<file path="src/rtl/nec_queue.sv">
// ----------------------------------------------------------------------------
// nec_queue
// small register fifo between the front and the back
// ----------------------------------------------------------------------------
`default_nettype none

module nec_queue #(
    parameter int WIDTH = 8,
    parameter int DEPTH = 4
) (
    input  wire logic                       clk,
    input  wire logic                       rst_n,
    input  wire logic                       push,
    input  wire logic [WIDTH-1:0]           push_data,
    input  wire logic                       pop,
    output logic      [WIDTH-1:0]           pop_data,
    output logic                            empty,
    output logic [$clog2(DEPTH+1)-1:0]      count
);
    localparam int PTR_W = (DEPTH > 1) ? $clog2(DEPTH) : 1;
    localparam int CNT_W = $clog2(DEPTH+1);

    logic [WIDTH-1:0] entry_reg [DEPTH];
    logic [PTR_W-1:0] wr_ptr_reg, wr_ptr_next;
    logic [PTR_W-1:0] rd_ptr_reg, rd_ptr_next;
    logic [CNT_W-1:0] count_reg, count_next;

    always_comb
    begin
        wr_ptr_next = wr_ptr_reg;
        rd_ptr_next = rd_ptr_reg;
        count_next  = count_reg;
        if (push)
        begin
            wr_ptr_next = (wr_ptr_reg == PTR_W'(DEPTH-1)) ? '0 : wr_ptr_reg + PTR_W'(1);
        end
        if (pop)
        begin
            rd_ptr_next = (rd_ptr_reg == PTR_W'(DEPTH-1)) ? '0 : rd_ptr_reg + PTR_W'(1);
        end
        if (push && !pop)
        begin
            count_next = count_reg + CNT_W'(1);
        end
        else if (pop && !push)
        begin
            count_next = count_reg - CNT_W'(1);
        end
    end

    always_ff @(posedge clk or negedge rst_n)
    begin
        if (!rst_n)
        begin
            wr_ptr_reg <= '0;
            rd_ptr_reg <= '0;
            count_reg  <= '0;
        end
        else
        begin
            wr_ptr_reg <= wr_ptr_next;
            rd_ptr_reg <= rd_ptr_next;
            count_reg  <= count_next;
        end
    end

    always_ff @(posedge clk)
    begin
        if (push)
        begin
            entry_reg[wr_ptr_reg] <= push_data;
        end
    end

    assign pop_data = entry_reg[rd_ptr_reg];
    assign empty    = (count_reg == '0);
    assign count    = count_reg;

endmodule

`default_nettype wire

</file>
<file path="config.mk">
export PLATFORM = sky130hd
export DESIGN_NAME = nec_queue
export DESIGN_NICKNAME = d
export VERILOG_FILES = /design/src/rtl/nec_queue.sv
export SDC_FILE = /design/constraint.sdc
export NUM_CORES = 1
export LEC_CHECK = 0
export ABC_AREA = 1
export BUFFER_PORTS_ARGS = -buffer_cell sky130_fd_sc_hd__buf_2
export CAP_MARGIN = 20
export CELL_PAD_IN_SITES_DETAIL_PLACEMENT = 1
export CELL_PAD_IN_SITES_GLOBAL_PLACEMENT = 2
export CORE_ASPECT_RATIO = 1.4
export CORE_MARGIN = 2
export CORE_UTILIZATION = 39
export CTS_BUF_LIST = sky130_fd_sc_hd__clkbuf_2
export CTS_CLUSTER_SIZE = 14
export DETAILED_ROUTE_END_ITERATION = 10
export GPL_TIMING_DRIVEN = 0
export PLACE_DENSITY_LB_ADDON = 0.1
export SYNTH_ARGS = -nofsm -noshare
export SYNTH_HDL_FRONTEND = slang
export SYNTH_SLANG_ARGS = --single-unit
</file>
<file path="constraint.sdc">
create_clock -name clk -period 1.5 [get_ports clk]
set_input_delay 0.15 -clock clk [delete_from_list [all_inputs] [get_ports clk]]
set_output_delay 0.15 -clock clk [all_outputs]
set_load 0.05 [all_outputs]
</file>
==> results of run 1 <==
==> Yosys cell counts <==
cell type / instances / area, um^2
a21oi_1: 1 / 5.00
buf_4: 1 / 7.51
buf_6: 3 / 33.8
dfrtp_1: 7 / 175
edfxtp_1: 32 / 961
fa_1: 1 / 20.0
ha_1: 6 / 75.1
inv_1: 27 / 101
inv_2: 2 / 7.51
nand2_1: 38 / 143
nand3_1: 1 / 5.00
nand4_1: 1 / 6.26
nor2_1: 1 / 3.75
nor3_1: 1 / 5.00
o211ai_1: 16 / 120
o21ai_0: 4 / 20.0
xnor2_1: 1 / 8.76
==> what timing repair did <==
item | CTS | global route
cloned | 1 | 0
pin swaps | 0 | 6
resized for setup | 20 | 11
setup buffers | 2 | 4
hold endpoints to repair | 41 | 0
setup endpoints to repair | 9 | 12
hold buffers | 10 | 0
==> worst min-delay path by stage <==
| stage | start | endpoint | slack, ns | depth (start not counted) |
|---|---|---|---|---|
| 3_5_place_dp | rst_n | count[2]$_DFFE_PN0P_ | -0.003 | 1 |
| 2_1_floorplan | rst_n | count[0]$_DFFE_PN0P_ | -0.15 | 0 |
| 6_report | push | wr_ptr_reg[0]$_DFFE_PN0P_ | 0.05 | 2 |
| 5_1_grt | push | wr_ptr_reg[0]$_DFFE_PN0P_ | 0.04 | 2 |
| 3_3_place_gp | rst_n | count[2]$_DFFE_PN0P_ | -0.007 | 1 |
| 4_1_cts | push | wr_ptr_reg[0]$_DFFE_PN0P_ | 0.03 | 2 |
==> cell families (layout without fill, tap and decap cells) <==
group | count (synthesis) | after routing | synth area share [%]
simple gates | 42 | 42 | 9.58
flops | 39 | 39 | 66.9
buf+inv | 33 | 80 | 8.84
xor+xnor | 1 | 1 | 0.516
fa+ha+maj | 7 | 7 | 5.60
compound gates | 21 | 21 | 8.55
==> layer usage <==
| metal | GRT usage, % | vias to the layer above | routed length [um] | part of all wire (%) |
|---|---|---|---|---|
| met5 | 0 | - | 0 | 0 |
| met4 | 8.00 | 0 | 78 | 2.2 |
| met3 | 4.25 | 5 | 111 | 3.2 |
| met2 | 30.2 | 24 | 2000 | 57 |
| met1 | 17.9 | 580 | 1310 | 37 |
| li1 | - | 570 | - | - |
==> power breakdown <==
part / internal (mW) / switching [mW]
clock: 0.112 / 0.304
combinational: 0.814 / 1.52
sequential: 1.44 / 0.149
==> stage by stage <==
step,hold slack [ns],power [mW]
after detailed placement,-0.00261,3.57
after CTS,0.0333,4.27
after global routing,0.0429,4.62
after floorplan,-0.146,3.06
final,0.0535,4.33
after global placement,-0.00692,3.50
==> critical path, delay by kind of cell (launching register included) <==
family / cells / cell delay (ns)
AOI/OAI and AO/OA: 1 / 0.08
buffers and inverters: 3 / 0.43
DFF: 1 / 0.45
and+or+nand+nor: 2 / 0.15
==> final cells by class <==
cell class,instances,area [um^2]
buffer,4,48.8
multi-input combinational,71,440
clock buffer,6,30.0
sequential,39,1140
fill,448,2060
clock inverter,2,7.51
tap,45,56.3
timing repair buffer,39,308
inverter,29,120
==> results.json, run 1 <==
{
  "yosys_register_bits": 39,
  "critPathArrivalTime_ns": 1.50,
  "clk_path_buf_depth": 2,
  "p_leak_nw": 0.954,
  "row_count": 28,
  "drive_gt1_share_pct": 27.4,
  "rsz0062_at_grt": "true",
  "synth.yosys.warnings": 0,
  "grt_max_degree": 12,
  "dp_cells": 211,
  "dp_hpwl_um": 2370,
  "dpl_cell_area_um2": 1880,
  "antenna_found_initial": 0,
  "coreArea_um2": 4200,
  "clk_latency_ns": 0.37,
  "drc": 0,
  "r2r_cells": 4,
  "violations": "negative setup slack",
  "crit_type": "reg2out",
  "status": "finished with violations",
  "drv_cap": 0,
  "layout_setup_ws_ns": -0.148,
  "largest_register_ffs": 32,
  "die_area_um2": 4900,
  "end_kind": "primary output",
  "ios": 24,
  "finalSetupTns_ns": -1.04,
  "r2r_setup_slack_ns": 0.14,
  "relSlewSlack_pct": 74.2,
  "htreeDepth": 2,
  "synth_area_um2": 1700,
  "ir_drop_v": 0.000967,
  "crit_slowest_cell": "dfrtp_1",
  "tightest_slew_ns": 0.387,
  "path_max_fanout": 10,
  "fin_crit_sh_pct": 110,
  "skew_ns": 0.0187,
  "place_congestion": 0.653,
  "antenna_left": 0,
  "clock.fmax_ghz": 0.607,
  "num-nets-final": 208,
  "timing.rr.end": "entry_reg[2][4]$_DFFE_PP_",
  "wl_per_cell_um": 14.9,
  "wl_um": 3510,
  "clock-sinks": 39,
  "cts_root_buf": "clkbuf_2",
  "dr.pass1.iters": 4,
  "port_buffers": 23,
  "clk_pin_slew_ns": 0.17,
  "synth_cell_types": 17,
  "hp-class": "in2reg",
  "fp.dieH_um": 82.1,
  "regToRegStartpoint": "wr_ptr_reg[0]$_DFFE_PN0P_",
  "syn-num-nets": 162,
  "setup.worst_path.end": "pop_data[1]",
  "dp_slack_ns": 0.122,
  "viasPerCell": 5.02,
  "cts_tree": "built",
  "yosysSeqAreaShare_pct": 66.9,
  "start_kind": "flop",
  "grt_pass1_wl_um": 5730,
  "diodes": 0,
  "grtUsageTotal_pct": 16.8,
  "critPathLaunch": "rd_ptr_reg[0]$_DFFE_PN0P_",
  "synthCells": 143,
  "final_cell_mix": "nand2_1 (33), edfxtp_1 (32), inv_1 (25), o211ai_1 (16), buf_2 (13)",
  "cpMostUsedCell": "nand2_1",
  "setup_viol": 8,
  "final_area_um2": 2150,
  "stdcell_count": 235,
  "syn-mean-instance-area_um2": 11.9,
  "cts_buffers": 5,
  "final_common_cell": "nand2_1",
  "grt_overflow": 0,
  "start_util_pct": 40.4,
  "cp_cell_sequence": "inv_4 > buf_8 > nand2_1 > o211ai_1 > nand2_1 > buf_6",
  "min_period_ns": 1.65,
  "hold_viol": 0,
  "grt_pass1_vias": 1217,
  "cp_slowest_stage_delay_ns": 0.45,
  "power_density_nw_per_um2": 2020,
  "dr.first_iter.drc_count": 23,
  "fp.dieW_um": 59.8,
  "report.final.slew_viol_count": 0,
  "vias": 1179,
  "post-route-util_pct": 51.1,
  "syn_to_final_growth_pct": 26.5,
  "required_ns": 1.35
}
Note: power is estimated with default switching activity, not from simulation.
==> run 2, diff against run 1 <==
REMOVE_ABC_BUFFERS = 1   (was default)
==> run 2 against run 1 <==
Compared with the run above: the flow still finishes with violations (negative setup slack); critical endpoint is now pop_data[3]; worst hold slack gained 0.0091 ns; final cell count is 0.43% lower; critical path type unchanged; largest power group unchanged; highest routed layer unchanged; clock skew shrank 0.0024 ns; non-clock buffer count fell by 3; setup slack gained 0.033 ns; largest cell class unchanged; total power is 0.96% lower; wire length fell by 2.7%.
==> results.json, run 2 (synthesis results as in run 1) <==
{
  "layout_setup_ws_ns": -0.115,
  "status": "finished with violations",
  "p_clk_share_pct": 10.0,
  "wl_um": 3410,
  "fp.dieW_um": 59.8,
  "critPathLaunch": "rd_ptr_reg[0]$_DFFE_PN0P_",
  "cts_buffers": 5,
  "hold_end": "wr_ptr_reg[0]$_DFFE_PN0P_",
  "path_max_fanout": 8,
  "start_kind": "flop",
  "cp_cell_sequence": "inv_4 > o211ai_1 > nand2_1 > buf_6",
  "drive_gt1_share_pct": 26.5,
  "cp_slowest_stage_delay_ns": 0.55,
  "largest_register_ffs": 32,
  "r2r_cells": 6,
  "cts_tree": "built",
  "regArea_um2": 1140,
  "p_sw_share_pct": 45.7,
  "p_sw_mw": 1.96,
  "setup_viol": 8,
  "cts_root_buf": "clkbuf_2",
  "required_ns": 1.35,
  "grt_pass1_wl_um": 5440,
  "clk_pin_slew_ns": 0.18,
  "htreeDepth": 2,
  "dp_hpwl_um": 2230,
  "clock.fmax_ghz": 0.619,
  "regToRegStartpoint": "count[0]$_DFFE_PN0P_",
  "row_count": 28,
  "skew_ns": 0.0164,
  "crit_type": "reg2out",
  "hold_slack_ns": 0.0626,
  "hp-class": "in2reg",
  "vias": 1143,
  "violations": "negative setup slack",
  "report.final.slew_viol_count": 0,
  "ios": 24,
  "dpl_cell_area_um2": 1830,
  "antenna_found_initial": 0,
  "power.total_mw": 4.29,
  "r2r_setup_slack_ns": 0.15,
  "place_congestion": 0.712,
  "rsz0062_at_grt": "true",
  "num-nets-final": 207,
  "start_util_pct": 40.4,
  "min_period_ns": 1.62,
  "relSlewSlack_pct": 72.4,
  "hold_viol": 0,
  "comb_power_share_pct": 52.3,
  "critPathArrivalTime_ns": 1.47,
  "drv_cap": 0,
  "num-fill-cells": 445,
  "final_common_cell": "nand2_1",
  "hold_path_depth": 2,
  "timing.rr.end": "count[2]$_DFFE_PN0P_",
  "internal_power_mw": 2.33,
  "syn_to_final_growth_pct": 24.8,
  "dr.first_iter.drc_count": 12,
  "drc": 0,
  "diodes": 0,
  "wl_per_cell_um": 14.6,
  "grt_overflow": 0,
  "power_frac_seq_pct": 37.7,
  "viasPerCell": 4.88,
  "dp_slack_ns": 0.0296,
  "grt_max_degree": 17,
  "final_cell_mix": "nand2_1 (37), edfxtp_1 (32), inv_1 (24), o211ai_1 (16), buf_2 (13)",
  "power_density_nw_per_um2": 2030,
  "final_area_um2": 2120,
  "crit_slowest_cell": "dfrtp_2",
  "grtUsageTotal_pct": 16.0,
  "ir_drop_v": 0.000944,
  "clk_latency_ns": 0.37,
  "crit_buf_inv": 2,
  "tightest_slew_ns": 0.414,
  "grt_pass1_vias": 1179,
  "p_leak_nw": 0.934,
  "antenna_left": 0,
  "clk_path_buf_depth": 2,
  "fp.dieH_um": 82.1,
  "clock-sinks": 39,
  "end_kind": "primary output",
  "multiInputGateArea_um2": 419,
  "dr.pass1.iters": 4,
  "worstSetupPathDepth": 4,
  "port_buffers": 23,
  "coreArea_um2": 4200,
  "fin_crit_sh_pct": 108,
  "die_area_um2": 4900,
  "hold_start": "push",
  "crit_family": "flip-flops"
}
[run 2: cell count changes in the layout (fill, tap and decap cells not counted), sizes merged]
| cell | delta |
|---|---|
| buf | -3 |
| clkinvlp | +1 |
| inv | +1 |
[run 2: area by class of cell]
type | count | area share [%]
flip-flops and latches | 39 | 53.8
well taps | 45 | 2.66
inverters | 29 | 5.85
multi-input cells | 71 | 19.8
repair buffers | 40 | 15.2
clock buffers | 6 | 1.42
clock inverters | 2 | 0.413
repair inverters | 2 | 0.827
[run 2: worst max-delay path by stage]
stage                     slack (ns)          end
final                          -0.12  pop_data[3]
after detailed placement        0.03  pop_data[7]
after floorplan                -0.42        empty
after CTS                      -0.16  pop_data[3]
after global routing           -0.24  pop_data[3]
after global placement          0.08  pop_data[3]
[run 2: power by group through the flow]
stage               clock (mW)  combinational, mW  sequential, mW
floorplan                    0               1.20            1.73
CTS                      0.448               2.20            1.62
finish                   0.428               2.25            1.62
global route             0.484               2.43            1.65
detailed placement           0               1.77            1.64
global placement             0               1.71            1.63
[run 2: repair_timing]
item                                   4_1_cts  5_1_grt
setup endpoints to repair                    9       18
buffers inserted                             6        2
resized for setup                           25        8
endpoints found under the hold margin       41        0
cloned                                       2        0
pin swaps                                    0        2
hold buffers                                10        0
[run 2: routing by layer]
layer,part of all wire (%),GRT usage (%),up-vias
met4,1.8,6.67,0
met5,0,0,-
li1,-,-,564
met2,57,30.2,22
met3,2.9,4.41,5
met1,38,15.9,552
[run 2: per-stage QoR]
stage	TNS, ns	utilization (%)	cells
2_1_floorplan	-0.415	-	139
3_3_place_gp	0	43.5	207
3_5_place_dp	0	43.5	207
4_1_cts	-1.15	49.7	233
5_1_grt	-1.69	50.4	234
6_report	-0.766	50.4	234
[run 2: worst reg2reg max path, cell delays in order (launching register included)]
cell and delay, ns:
dfrtp_2 0.46, buf_4 0.14, fa_2 0.40, nand2_2 0.09, nand3_1 0.07, nand2_1 0.06, nand2_1 0.04
